--- src/utf8_aware_binary_detector_top_macros.svh ---
// Assertion macros shared by the detector RTL.
// Every check samples on the rising edge of clk and is held off while rst is high.
`ifndef UTF8_AWARE_BINARY_DETECTOR_TOP_MACROS_SVH
`define UTF8_AWARE_BINARY_DETECTOR_TOP_MACROS_SVH

// Condition must hold in every cycle out of reset.
`define UABD_ASSERT_ALWAYS(lbl, cond, msg) \
  lbl: assert property (@(posedge clk) disable iff (rst) (cond)) else $error(msg);

// Consequence must hold in the cycle after the antecedent.
`define UABD_ASSERT_NEXT(lbl, ante, cons, msg) \
  lbl: assert property (@(posedge clk) disable iff (rst) (ante) |=> (cons)) else $error(msg);

`endif

--- src/uabd_pkg.sv ---
`timescale 1ns / 1ps
`default_nettype none

package uabd_pkg;

  // Width of the byte position counters
  localparam int unsigned POS_W = 32;

  // Allowed range of the next continuation byte
  localparam logic [2:0] RANGE_NORMAL = 3'd0;  // 0x80..0xBF
  localparam logic [2:0] RANGE_E0     = 3'd1;  // 0xA0..0xBF
  localparam logic [2:0] RANGE_ED     = 3'd2;  // 0x80..0x9F
  localparam logic [2:0] RANGE_F0     = 3'd3;  // 0x90..0xBF
  localparam logic [2:0] RANGE_F4     = 3'd4;  // 0x80..0x8F

  // Byte values
  localparam logic [7:0] BYTE_LF        = 8'h0A;
  localparam logic [7:0] BYTE_CR        = 8'h0D;
  localparam logic [7:0] PRINT_LO       = 8'h20;
  localparam logic [7:0] PRINT_HI       = 8'h7E;
  localparam logic [7:0] CONT_LO        = 8'h80;
  localparam logic [7:0] CONT_8F        = 8'h8F;
  localparam logic [7:0] CONT_90        = 8'h90;
  localparam logic [7:0] CONT_9F        = 8'h9F;
  localparam logic [7:0] CONT_A0        = 8'hA0;
  localparam logic [7:0] CONT_HI        = 8'hBF;
  localparam logic [7:0] LEAD2_LO       = 8'hC2;
  localparam logic [7:0] LEAD2_HI       = 8'hDF;
  localparam logic [7:0] LEAD3_E0       = 8'hE0;
  localparam logic [7:0] LEAD3_ED       = 8'hED;
  localparam logic [7:0] LEAD3_HI       = 8'hEF;
  localparam logic [7:0] LEAD4_F0       = 8'hF0;
  localparam logic [7:0] LEAD4_F4       = 8'hF4;

  // Check a continuation byte against its range class
  function automatic logic cont_ok(input logic [7:0] b, input logic [2:0] cls);
    logic ok;
    unique case (cls)
      RANGE_E0: ok = (b >= CONT_A0) && (b <= CONT_HI);
      RANGE_ED: ok = (b >= CONT_LO) && (b <= CONT_9F);
      RANGE_F0: ok = (b >= CONT_90) && (b <= CONT_HI);
      RANGE_F4: ok = (b >= CONT_LO) && (b <= CONT_8F);
      default:  ok = (b >= CONT_LO) && (b <= CONT_HI);
    endcase
    return ok;
  endfunction

  // Number of continuation bytes a lead byte opens, zero if not a lead
  function automatic logic [1:0] lead_len(input logic [7:0] b);
    logic [1:0] n;
    priority if ((b >= LEAD2_LO) && (b <= LEAD2_HI)) n = 2'd1;
    else if ((b >= LEAD3_E0) && (b <= LEAD3_HI))     n = 2'd2;
    else if ((b >= LEAD4_F0) && (b <= LEAD4_F4))     n = 2'd3;
    else                                             n = 2'd0;
    return n;
  endfunction

  // Range class of the first continuation byte after a lead
  function automatic logic [2:0] lead_class(input logic [7:0] b);
    logic [2:0] c;
    priority if (b == LEAD3_E0) c = RANGE_E0;
    else if (b == LEAD3_ED)     c = RANGE_ED;
    else if (b == LEAD4_F0)     c = RANGE_F0;
    else if (b == LEAD4_F4)     c = RANGE_F4;
    else                        c = RANGE_NORMAL;
    return c;
  endfunction

endpackage

`default_nettype wire

--- src/utf8_aware_binary_detector_top.sv ---
// Text/binary detector with UTF-8 awareness.
// Input channel s_*: one byte of the buffer per transfer, s_tlast on the
// final byte. Byte 0 of each buffer is not checked; later bytes must be CR,
// LF, printable ASCII or part of a strictly valid UTF-8 sequence.
// Output channel m_*: one result transfer per buffer, carrying the binary
// flag and the index of the first offending byte or sequence lead (zero
// for text).
// Throughput: one byte per cycle while no result is held back by a stalled receiver.
// The result is registered: m_tvalid rises in the cycle after the last byte's transfer.
// The result sits in an output register; while it waits, s_tready stays
// high only if m_tready is high, so a stalled receiver holds off new bytes
// and nothing is lost.
// After each result the position counter and UTF-8 state return to zero,
// ready for the next buffer.
// Reset (rst, synchronous) clears the state and drops m_tvalid.
`timescale 1ns / 1ps
`default_nettype none
`include "utf8_aware_binary_detector_top_macros.svh"

module utf8_aware_binary_detector_top (
  input  wire logic        clk,
  input  wire logic        rst,
  input  wire logic        s_tvalid,
  output logic             s_tready,
  input  wire logic [7:0]  s_tdata,   // [7:0] data_byte
  input  wire logic        s_tlast,   // last_byte
  output logic             m_tvalid,
  input  wire logic        m_tready,
  output logic [39:0]      m_tdata    // [0] is_binary, [32:1] binary_position, [39:33] zero
);
  import uabd_pkg::*;

  logic [POS_W-1:0] byte_index, byte_index_next;
  logic [1:0]       cont_left, cont_left_next;
  logic [2:0]       range_cls, range_cls_next;
  logic [POS_W-1:0] seq_start, seq_start_next;
  logic             found, found_next;
  logic [POS_W-1:0] found_pos, found_pos_next;
  logic             out_binary;
  logic [31:0]      out_pos;
  logic             res_binary;
  logic [POS_W-1:0] res_pos;
  logic             in_xfer;
  logic             is_plain;
  logic [1:0]       lead_n;

  assign s_tready = !m_tvalid || m_tready;
  assign in_xfer  = s_tvalid && s_tready;
  assign m_tdata  = {7'd0, out_pos, out_binary};

  assign is_plain = (s_tdata == BYTE_CR) || (s_tdata == BYTE_LF) ||
                    ((s_tdata >= PRINT_LO) && (s_tdata <= PRINT_HI));
  assign lead_n   = lead_len(s_tdata);

  // Check one byte and advance the sequence state
  always_comb begin
    cont_left_next = cont_left;
    range_cls_next = range_cls;
    seq_start_next = seq_start;
    found_next     = found;
    found_pos_next = found_pos;
    if (!found && (byte_index != '0)) begin
      if (cont_left != 2'd0) begin
        if (cont_ok(s_tdata, range_cls)) begin
          cont_left_next = cont_left - 2'd1;
          range_cls_next = RANGE_NORMAL;
        end else begin
          found_next     = 1'b1;
          found_pos_next = seq_start;
          cont_left_next = 2'd0;
          range_cls_next = RANGE_NORMAL;
        end
      end else if (!is_plain) begin
        if (lead_n != 2'd0) begin
          cont_left_next = lead_n;
          range_cls_next = lead_class(s_tdata);
          seq_start_next = byte_index;
        end else begin
          found_next     = 1'b1;
          found_pos_next = byte_index;
        end
      end
    end
    // Saturate the position counter
    byte_index_next = (byte_index != '1) ? byte_index + 1'b1 : byte_index;
    // Close the buffer: an open sequence counts as binary at its lead
    res_binary = found_next || (cont_left_next != 2'd0);
    if (found_next) begin
      res_pos = found_pos_next;
    end else if (cont_left_next != 2'd0) begin
      res_pos = seq_start_next;
    end else begin
      res_pos = '0;
    end
  end

  // Update state on each byte transfer; clear it after the last byte
  always_ff @(posedge clk) begin
    if (rst) begin
      byte_index <= '0;
      cont_left  <= 2'd0;
      range_cls  <= RANGE_NORMAL;
      seq_start  <= '0;
      found      <= 1'b0;
      found_pos  <= '0;
    end else if (in_xfer) begin
      if (s_tlast) begin
        byte_index <= '0;
        cont_left  <= 2'd0;
        range_cls  <= RANGE_NORMAL;
        seq_start  <= '0;
        found      <= 1'b0;
        found_pos  <= '0;
      end else begin
        byte_index <= byte_index_next;
        cont_left  <= cont_left_next;
        range_cls  <= range_cls_next;
        seq_start  <= seq_start_next;
        found      <= found_next;
        found_pos  <= found_pos_next;
      end
    end
  end

  // Hold the result until the receiver takes it
  always_ff @(posedge clk) begin
    if (rst) begin
      m_tvalid <= 1'b0;
    end else if (in_xfer && s_tlast) begin
      m_tvalid <= 1'b1;
    end else if (m_tready) begin
      m_tvalid <= 1'b0;
    end
  end

  // Load the result payload
  always_ff @(posedge clk) begin
    if (in_xfer && s_tlast) begin
      out_binary <= res_binary;
      out_pos    <= 32'(res_pos);
    end
  end

  `UABD_ASSERT_ALWAYS(a_open_seq_not_found, (cont_left == 2'd0) || !found,
                      "open UTF-8 sequence after binary was found")
  `UABD_ASSERT_ALWAYS(a_found_pos_bound, !found || ((found_pos <= byte_index) &&
                      (byte_index != '0)), "found position beyond byte index")
  `UABD_ASSERT_ALWAYS(a_seq_start_bound, (cont_left == 2'd0) ||
                      (seq_start < byte_index) || (byte_index == '1),
                      "sequence start not before byte index")
  `UABD_ASSERT_NEXT(a_last_clears, in_xfer && s_tlast,
                    m_tvalid && (byte_index == '0) && !found && (cont_left == 2'd0),
                    "state not cleared after last byte")
  `UABD_ASSERT_ALWAYS(a_text_pos_zero, !m_tvalid || m_tdata[0] || (m_tdata[32:1] == 32'd0),
                      "text result with nonzero position")

endmodule

`default_nettype wire

--- config.mk ---
export PLATFORM = sky130hd
export DESIGN_NAME = utf8_aware_binary_detector_top
export DESIGN_NICKNAME = d
export VERILOG_FILES = /design/src/uabd_pkg.sv /design/src/utf8_aware_binary_detector_top.sv
export VERILOG_INCLUDE_DIRS = /design/src /design/src/src
export SDC_FILE = /design/constraint.sdc
export NUM_CORES = 1
export LEC_CHECK = 0
export BUFFER_PORTS_ARGS = -buffer_cell sky130_fd_sc_hd__buf_4
export CAP_MARGIN = 25
export CELL_PAD_IN_SITES_DETAIL_PLACEMENT = 1
export CELL_PAD_IN_SITES_GLOBAL_PLACEMENT = 2
export CORE_MARGIN = 5
export CORE_UTILIZATION = 39
export CTS_BUF_LIST = sky130_fd_sc_hd__clkbuf_2 sky130_fd_sc_hd__clkbuf_4 sky130_fd_sc_hd__clkbuf_8
export CTS_CLUSTER_SIZE = 8
export DETAILED_ROUTE_END_ITERATION = 12
export GPL_ROUTABILITY_DRIVEN = 0
export GPL_TIMING_DRIVEN = 1
export PLACE_DENSITY = 0.85
export SYNTH_ARGS = -nofsm -noshare
export SYNTH_HDL_FRONTEND = slang
export SYNTH_SLANG_ARGS = --single-unit
--- constraint.sdc ---
create_clock -name clk -period 4.05 [get_ports clk]
set_clock_uncertainty 0.2 [all_clocks]
set_input_delay 0.81 -clock clk [delete_from_list [all_inputs] [get_ports clk]]
set_output_delay 0.81 -clock clk [all_outputs]
set_load 0.01 [all_outputs]
# Yosys cells after proc, flatten, opt, wreduce, memory -nomap -nowiden
# Cells that the tools add are included.
# totals
reg_bits	136
latch_bits	0
ram_bits	0
rom_bits	0
in_bits	13
out_inout_bits	42
memories	0
# op_classes
n_addsub	2
multipliers	0
div_mod_pow	0
magnitude_cmp	14
eq_ne	12
shifts	0
muxes	44
bitwise	0
reduce_logical	28
# ops
op	n
2-to-1 mux 32 bit	15
greater-or-equal comparator 8 bit (second input constant)	6
<= comparator 8 bit (second input constant)	6
adder 32 x 1 -> 32 bit (second input constant)	1
equality test 8 bit (second input constant)	4
inequality test 32 bit (second input constant)	1
nonzero test 32 bit	1
2-to-1 mux 3 bit	9
2-to-1 mux 2 bit	9
equality test 8 x 4 -> 1 bit (second input constant)	2
logical AND 1 bit	12
nonzero test 2 bit	6
2-to-1 mux 1 bit	10
greater-or-equal comparator 8 x 6 -> 1 bit (second input constant)	1
<= comparator 8 x 7 -> 1 bit (second input constant)	1
equality test 3 x 2 -> 1 bit (second input constant)	2
logical OR 1 bit	4
one-hot mux 1 bit (4 select lines)	1
AND reduction 4 bit	1
equality test 3 x 1 -> 1 bit (second input constant)	1
equality test 3 bit (second input constant)	1
inequality test 3 x 2 -> 1 bit (second input constant)	1
nonzero test 3 bit	1
logical NOT 1 bit	2
other kinds (2)	2

# Depth between registers and ports, before layout
# Gate-level depths: netlist (run 1).
# logic_depth
ltp_word	13
depth_mapped	11
depth_no_buf	8

# Worst setup path before layout (run 1)
# No wires, ideal clock.
# synth_path
path_type	in2reg
from	input port m_tready
to	register found_pos[0]
setup_ps	132
t_arrival_ps	3594
setup_slack_ps	124
stages	8
path_cell_list	nand2b_1 -> nand2_1 -> clkbuf_1 -> nor2_1 -> or2_2 -> clkbuf_1 -> clkbuf_1 -> nor3_1
# synth_via
elab_chain_cells	2
# synth_lines
item	line	rtl
start: declaration	utf8_aware_binary_detector_top.sv:28	input wire logic m_tready,
logical OR 1 bit	utf8_aware_binary_detector_top.sv:47	assign s_tready = !m_tvalid || m_tready;
logical AND 1 bit	utf8_aware_binary_detector_top.sv:48	assign in_xfer = s_tvalid && s_tready;
end signal: assignment	utf8_aware_binary_detector_top.sv:120	found_pos <= found_pos_next;
end: declaration	utf8_aware_binary_detector_top.sv:38	logic [POS_W-1:0] found_pos, found_pos_next;
# Every way passes these cells.
# A chain may end at the register's enable or synchronous reset.

# Worst setup path after layout (run 1)
# layout_path
from	register byte_index[31]
to	register seq_start[7]
# layout_via
elab_chain_cells	4
# layout_lines
item	line	rtl
start: declaration	utf8_aware_binary_detector_top.sv:33	logic [POS_W-1:0] byte_index, byte_index_next;
start signal: assignment	utf8_aware_binary_detector_top.sv:115	byte_index <= byte_index_next;
nonzero test 32 bit	utf8_aware_binary_detector_top.sv:62	if (!found && (byte_index != '0)) begin
logical AND 1 bit	utf8_aware_binary_detector_top.sv:62	
2-to-1 mux 32 bit	utf8_aware_binary_detector_top.sv:62	
2-to-1 mux 32 bit	utf8_aware_binary_detector_top.sv:107	if (s_tlast) begin
end signal: assignment	utf8_aware_binary_detector_top.sv:118	seq_start <= seq_start_next;
end: declaration	utf8_aware_binary_detector_top.sv:36	logic [POS_W-1:0] seq_start, seq_start_next;
# Every way passes these cells.

==> results.cfg, run 1 <==
[floorplanning]
die-area_mm2 = 0.0239
die_w_um = 155
die_y_um = 155
core_mm2 = 0.0204
fp-row-count = 52
start_util_pct = 39.9
ios = 55

[critical_path]
r2r_start = byte_index[31]$_SDFFE_PP0P_
critPathLaunchType = flop
worstRegToRegCells = 8
arrival_ns = 3.58
cp-startpoint = byte_index[31]$_SDFFE_PP0P_
worst-r2r-setup-slack_ns = 0.65
worst-path-max-fanout = 32
cp_data_required_time_ns = 4.23
path_class = flop to flop
r2r-end = seq_start[7]$_SDFFE_PP0P_
cp-end-kind = flop

[cts]
clk_latency_ns = 0.46
cts_hold_buf = 0
cts_setup_buffers = 0
cts.clk_slew.worst_paths_ns = 0.08
htreeDepth = 4
cts_root_buf = clkbuf_8
clock_path_buffers = 2
clock_sinks = 136
cts_buffers = 17
cts_tree = done
cts_resized = 0

[sta]
worstMarginPinSlew_ns = 0.906
hold_violations = 0
fin_crit_sh_pct = 83.9
rsz0062_at_grt = no
slew_headroom_pct = 39.6
slew_viol_final = 0
post-route-min-period_ns = 3.40
fmax_mhz = 294
whs_ns = 0.290
tns_ns = 0
finalSetupViolations = 0

[yosys]
ys_seq_area_share_pct = 37.4
ys_dominant_reg_cell = dfxtp_1
ys_ff_latch = 136
syn-cell-area_mm2 = 0.00815
synth.distinct_cells = 62
synth_edf_count = 33
syn_area_per_cell_um2 = 8.79
synth_cells = 928
async_flop_share_pct = 0
yosysWarnings = 0

[power]
p_per_area_mw_per_mm2 = 340
total_power_mw = 3.06
vdd.ir_drop.worst_mv = 0.161
p_leak_nw = 2.78

[global_routing]
grt_max_degree = 67
grt_pass1_wl_um = 41500
grt_pass1_vias = 7536
antenna_found_initial = 0
grt_overflow = 0
grt.total_usage_pct = 21.3

[route]
ant_nets = 0
drc_errors = 0
dr.pass1.iters = 5
viasPerCell = 6.24
first_iter_violations = 460
vias = 7421
totalWireLength_um = 25700
wl_per_cell_um = 21.6

[worst_hold_path]
min_from = seq_start[4]$_SDFFE_PP0P_
whs_path_depth = 2
hold_path_class = flop to flop
holdPathEnd = seq_start[4]$_SDFFE_PP0P_

[cells_and_area]
syn2layout_area_growth_pct = 10.2
nets = 922
nFillCells = 2396
regArea_mm2 = 0.00305
drive_above_1_share_pct = 17.4
multiInputGateArea_mm2 = 0.00454
final_common_cell = dfxtp_1
insertedDiodeCount = 0
final_cell_mix = 103 x dfxtp_1, 77 x a21oi_1, 72 x nor2_1, 72 x buf_4, 51 x nand2_1
fin_cells = 1189

[place]
placed_cells = 1157
io_buffers = 47
dpl.hpwl_um = 15900

[run_status]
outcome = finished clean

[run]
maxCapViolations = 0
[synthesized netlist by cell type, types with 3 or more instances]
cell / instances / area [µm²]
dfxtp_1: 103 / 2060
a21oi_1: 77 / 385
clkbuf_1: 76 / 285
nor2_1: 74 / 278
nand2_1: 52 / 195
nor3_1: 43 / 215
and3_1: 40 / 250
o21ai_0: 36 / 180
edfxtp_1: 33 / 991
nor2b_1: 33 / 206
a21boi_0: 32 / 240
a41oi_1: 32 / 280
o221ai_1: 32 / 280
o32a_1: 32 / 320
o32ai_2: 29 / 472
xnor2_1: 28 / 245
buf_2: 23 / 115
nor4_1: 20 / 125
nand3_1: 17 / 85.1
buf_6: 10 / 113
buf_4: 9 / 67.6
inv_1: 9 / 33.8
nand4_1: 8 / 50.1
and4_1: 6 / 52.6
o21ai_1: 6 / 30.0
nor4b_1: 5 / 43.8
or3_1: 5 / 31.3
buf_1: 4 / 15.0
nand2b_1: 4 / 25.0
nor4_2: 4 / 50.1
or4_1: 4 / 30.0
ha_1: 3 / 37.5
o21a_1: 3 / 22.5
o32ai_1: 3 / 26.3
[metrics by stage]
step	area, µm²	util, %	setup slack [ns]
2_1_floorplan	8180	-	0.124
3_5_place_dp	8570	41.9	0.707
3_3_place_gp	8570	41.9	0.738
4_1_cts	8980	44.0	0.706
5_1_grt	8980	44.0	0.502
6_report	8980	44.0	0.654
[cell families (layout without fill, tap and decap cells)]
group                      after synthesis  after routing  synth area share [%]
buffers and inverters                  131            116                  7.72
xor gates and xnor gates                29             29                  3.12
AOI/OAI and AO/OA                      302            302                  29.8
other                                    1              7                0.0460
DFF                                    136            136                  37.4
and+or+nand+nor                        326            326                  21.4
adders and majority gates                3              3                 0.460
[report_power, final]
group | internal (mW) | total [mW] | switching (mW)
sequential | 1.40 | 1.41 | 0.00745
combinational | 0.128 | 0.442 | 0.314
clock | 0.665 | 1.21 | 0.542
total | 2.19 | 3.06 | 0.863
[state kept, by name (all words and copies together) (netlist names)]
register and cells:
byte_index 32, cont_left 2, found 1, found_pos 32, m_tvalid 1, out_binary 1
out_pos 32, range_cls 3, seq_start 32
[routing by layer]
metal  wire [µm]  vias to the layer above  global-route usage (%)
met5           0                        -                       0
met2       12100                      177                    35.3
met1       12100                     3751                    29.2
li1            -                     3462                       -
met4         407                        0                    5.30
met3        1010                       31                    3.44
[critical path, stage by stage, from the launching register on]
cell and delay [ns]:
dfxtp_1 0.41, nor4_1 0.55, nand4_2 0.27, o211a_1 0.64, buf_4 0.38, a21oi_2 0.14
buf_4 0.33, o21ai_0 0.17, a21oi_1 0.17
[worst max path at each step]
stage	to	slack [ns]	depth (start not counted)
after CTS	seq_start[8]$_SDFFE_PP0P_	0.71	8
after floorplan	found_pos[0]$_SDFFE_PP0P_	0.12	8
final	seq_start[7]$_SDFFE_PP0P_	0.65	8
after global placement	out_pos[31]$_DFFE_PP_	0.74	8
after global routing	seq_start[19]$_SDFFE_PP0P_	0.50	8
after detailed placement	out_pos[1]$_DFFE_PP_	0.71	8
[cell type report]
class,instances,share of cell area [%]
well taps,270,3.76
repair buffers,75,6.69
multi-input cells,667,50.6
inverters,9,0.376
flip-flops and latches,136,34.0
clock inverters,8,1.35
clock buffers,24,3.26
Note: power is estimated with default switching activity, not from simulation.
==> run 2: changes to the inputs <==
--- a/config.mk
+++ b/config.mk
@@ -6,18 +6,19 @@
 export SDC_FILE = /design/constraint.sdc
 export NUM_CORES = 1
 export LEC_CHECK = 0
+export ABC_AREA = 1
 export BUFFER_PORTS_ARGS = -buffer_cell sky130_fd_sc_hd__buf_4
 export CAP_MARGIN = 25
 export CELL_PAD_IN_SITES_DETAIL_PLACEMENT = 1
 export CELL_PAD_IN_SITES_GLOBAL_PLACEMENT = 2
 export CORE_MARGIN = 5
-export CORE_UTILIZATION = 39
+export CORE_UTILIZATION = 31
 export CTS_BUF_LIST = sky130_fd_sc_hd__clkbuf_2 sky130_fd_sc_hd__clkbuf_4 sky130_fd_sc_hd__clkbuf_8
 export CTS_CLUSTER_SIZE = 8
 export DETAILED_ROUTE_END_ITERATION = 12
 export GPL_ROUTABILITY_DRIVEN = 0
 export GPL_TIMING_DRIVEN = 1
-export PLACE_DENSITY = 0.85
+export PLACE_DENSITY = 0.82
 export SYNTH_ARGS = -nofsm -noshare
 export SYNTH_HDL_FRONTEND = slang
 export SYNTH_SLANG_ARGS = --single-unit
==> constraint.sdc (replaced) <==
create_clock -name clk -period 2.9 [get_ports clk]
set_clock_uncertainty 0.2 [all_clocks]
set_input_delay 0.58 -clock clk [delete_from_list [all_inputs] [get_ports clk]]
set_output_delay 0.58 -clock clk [all_outputs]
set_load 0.01 [all_outputs]
==> run 2 against run 1 <==
Power up 37%. Synthesized area up 2.3%. Routed wire length up 8.7%. Maximum frequency up 28%. Cell count up 46%. Synthesized cell count up 45%. Highest routed layer unchanged.
==> results.cfg, run 2 <==
[critical_path]
arrival_ns = 2.66
worst-r2r-setup-slack_ns = 0.25
worst-path-max-fanout = 19
cp-end-kind = flop
critPathLaunchType = flop
cp_data_required_time_ns = 2.91
path_class = flop to flop

[global_routing]
antenna_found_initial = 0
grt.total_usage_pct = 18.5
grt_max_degree = 93
grt_use_met3_pct = 2.74
grt_use_met1_pct = 24.5
grtUsageMet2_pct = 32.2
grt.busiest_layer = met2
grt_pass1_wl_um = 46000
grt_pass1_vias = 8886
grt_overflow = 0

[yosys]
ys_seq_area_share_pct = 36.6
async_flop_share_pct = 0
synth_top_area_share_pct = 24.7
synth_edf_count = 33
ys_ff_latch = 136
syn-cell-area_mm2 = 0.00834
synth_area_leaders = dfxtp_1 25%, nand2_1 21%, edfxtp_1 12%
ys_dominant_reg_cell = dfxtp_1
yosys.area.top_type = dfxtp_1
synth.distinct_cells = 37
yosysWarnings = 0
syn_area_per_cell_um2 = 6.21
synth_cells = 1344
synthTopCellsByCount = 467 x nand2_1, 190 x nand3_1, 152 x nor2_1, 125 x inv_1, 103 x dfxtp_1
synth.most_common_cell = nand2_1

[cts]
cts.clk_slew.worst_paths_ns = 0.09
cts_tree = done
cts_root_buf = clkbuf_8
htreeDepth = 4
cts_resized = 0
cts_hold_buf = 0
cts_buffers = 17
clock_path_buffers = 2
clock_sinks = 136
clk_latency_ns = 0.45
cts_setup_buffers = 0

[power]
p_per_area_mw_per_mm2 = 439
p_leak_nw = 3.99
vdd.ir_drop.worst_mv = 0.225
p_clk_share_pct = 37.7
pwr-share-comb_pct = 14.8
switching_share_pct = 30.5
p_int_mw = 2.92
power.switching_mw = 1.28
seq_power_share_pct = 47.5
total_power_mw = 4.19

[place]
io_buffers = 47
placed_cells = 1702
dpl_cell_area_mm2 = 0.00917
dpl.hpwl_um = 19200

[cells_and_area]
insertedDiodeCount = 0
design_area_mm2 = 0.00954
final_common_cell = nand2_1
fin_cells = 1733
nets = 1396
nFillCells = 3519
final_cell_mix = 465 x nand2_1, 190 x nand3_1, 148 x nor2_1, 124 x inv_1, 103 x dfxtp_1
syn2layout_area_growth_pct = 14.4
drive_above_1_share_pct = 10.8

[floorplanning]
die_y_um = 174
die-area_mm2 = 0.0303
fp-row-count = 60
die_w_um = 174
ios = 55
start_util_pct = 31.2
core_mm2 = 0.0267

[route]
dr.pass1.iters = 5
ant_nets = 0
wl_per_cell_um = 16.1
vias = 8601
first_iter_violations = 420
viasPerCell = 4.96
totalWireLength_um = 27900
drc_errors = 0

[sta]
tns_ns = 0
worstMarginPinSlew_ns = 0.739
whs_ns = 0.238
rsz0062_at_grt = no
post-route-min-period_ns = 2.65
hold_violations = 0
fmax_mhz = 377
slew_headroom_pct = 50.7
slew_viol_final = 0
finalSetupViolations = 0
fin_crit_sh_pct = 91.5

[run]
maxCapViolations = 0

[worst_hold_path]
hold_path_class = input pin to flop

[run_status]
outcome = finished clean
[run 2: changes by cell type after synthesis, sizes merged, moves of 33 or more]
cell / before / now
and3: 40 / 0
clkbuf: 76 / 36
inv: 9 / 132
nand2: 52 / 471
nand3: 17 / 192
nor2: 74 / 156
nor2b: 33 / 0
o221ai: 34 / 0
[run 2: layout make-up]
class                           instances  area (µm²)  share of cell area (%)
Sequential cell                       136        3050                    32.0
Timing Repair Buffer                   90         751                    7.87
Tap cell                              341         427                    4.47
Clock buffer                           18         241                    2.53
Multi-Input combinational cell       1002        4440                    46.6
Clock inverter                         13         130                    1.36
Inverter                              133         499                    5.23
[run 2: kinds of logic after synthesis]
logic type | synth area share, %
AOI/OAI and AO/OA | 7.03
xor gates and xnor gates | 1.26
adders and majority gates | 0.450
DFF | 36.6
other | 0.0449
and+or+nand+nor | 43.9
buffers and inverters | 10.7
[run 2: power by group through the flow]
stage                     clock, mW  sequential [mW]  combinational (mW)
after CTS                      1.63             1.99               0.631
after floorplan                   0             2.04               0.391
after detailed placement          0             2.04               0.629
final                          1.58             1.99               0.619
after global routing           1.72             2.00               0.694
after global placement            0             2.04               0.619
[run 2: worst paths after layout]
check | startpoint | to | cells after the start
hold reg to reg | seq_start[11]$_SDFFE_PP0P_ | seq_start[11]$_SDFFE_PP0P_ | 2
setup / recovery | byte_index[1]$_SDFFE_PP0P_ | out_pos[14]$_DFFE_PP_ | 15
hold / removal | rst | m_tvalid$_SDFFE_PP0P_ | 4
setup reg to reg | byte_index[1]$_SDFFE_PP0P_ | out_pos[14]$_DFFE_PP_ | 15
[run 2: stage by stage]
step                worst slack, ns  utilization (%)
floorplan                     0.400                -
global placement              0.227             34.3
detailed placement            0.213             34.3
CTS                           0.188             35.7
global route                0.00380             35.7
finish                        0.247             35.7
[run 2: routing by layer]
| layer | up-vias | part of all wire [%] |
|---|---|---|
| met3 | 24 | 2.6 |
| met4 | 0 | 1.2 |
| li1 | 4334 | - |
| met1 | 4146 | 49 |
| met2 | 97 | 47 |
| met5 | - | 0 |
[run 2: worst max-delay path: stages, from the launching register on]
cell and delay (ns):
dfxtp_1 0.33, inv_1 0.08, ha_1 0.19, nand3_1 0.08, nor2_1 0.04, nand2_1 0.11
nor2_2 0.07, nor2_4 0.41, nand2_1 0.16, nand2_1 0.12, inv_1 0.04, nor2_1 0.13
nand2_1 0.09, buf_4 0.21, nand2_1 0.09, nand2_1 0.04
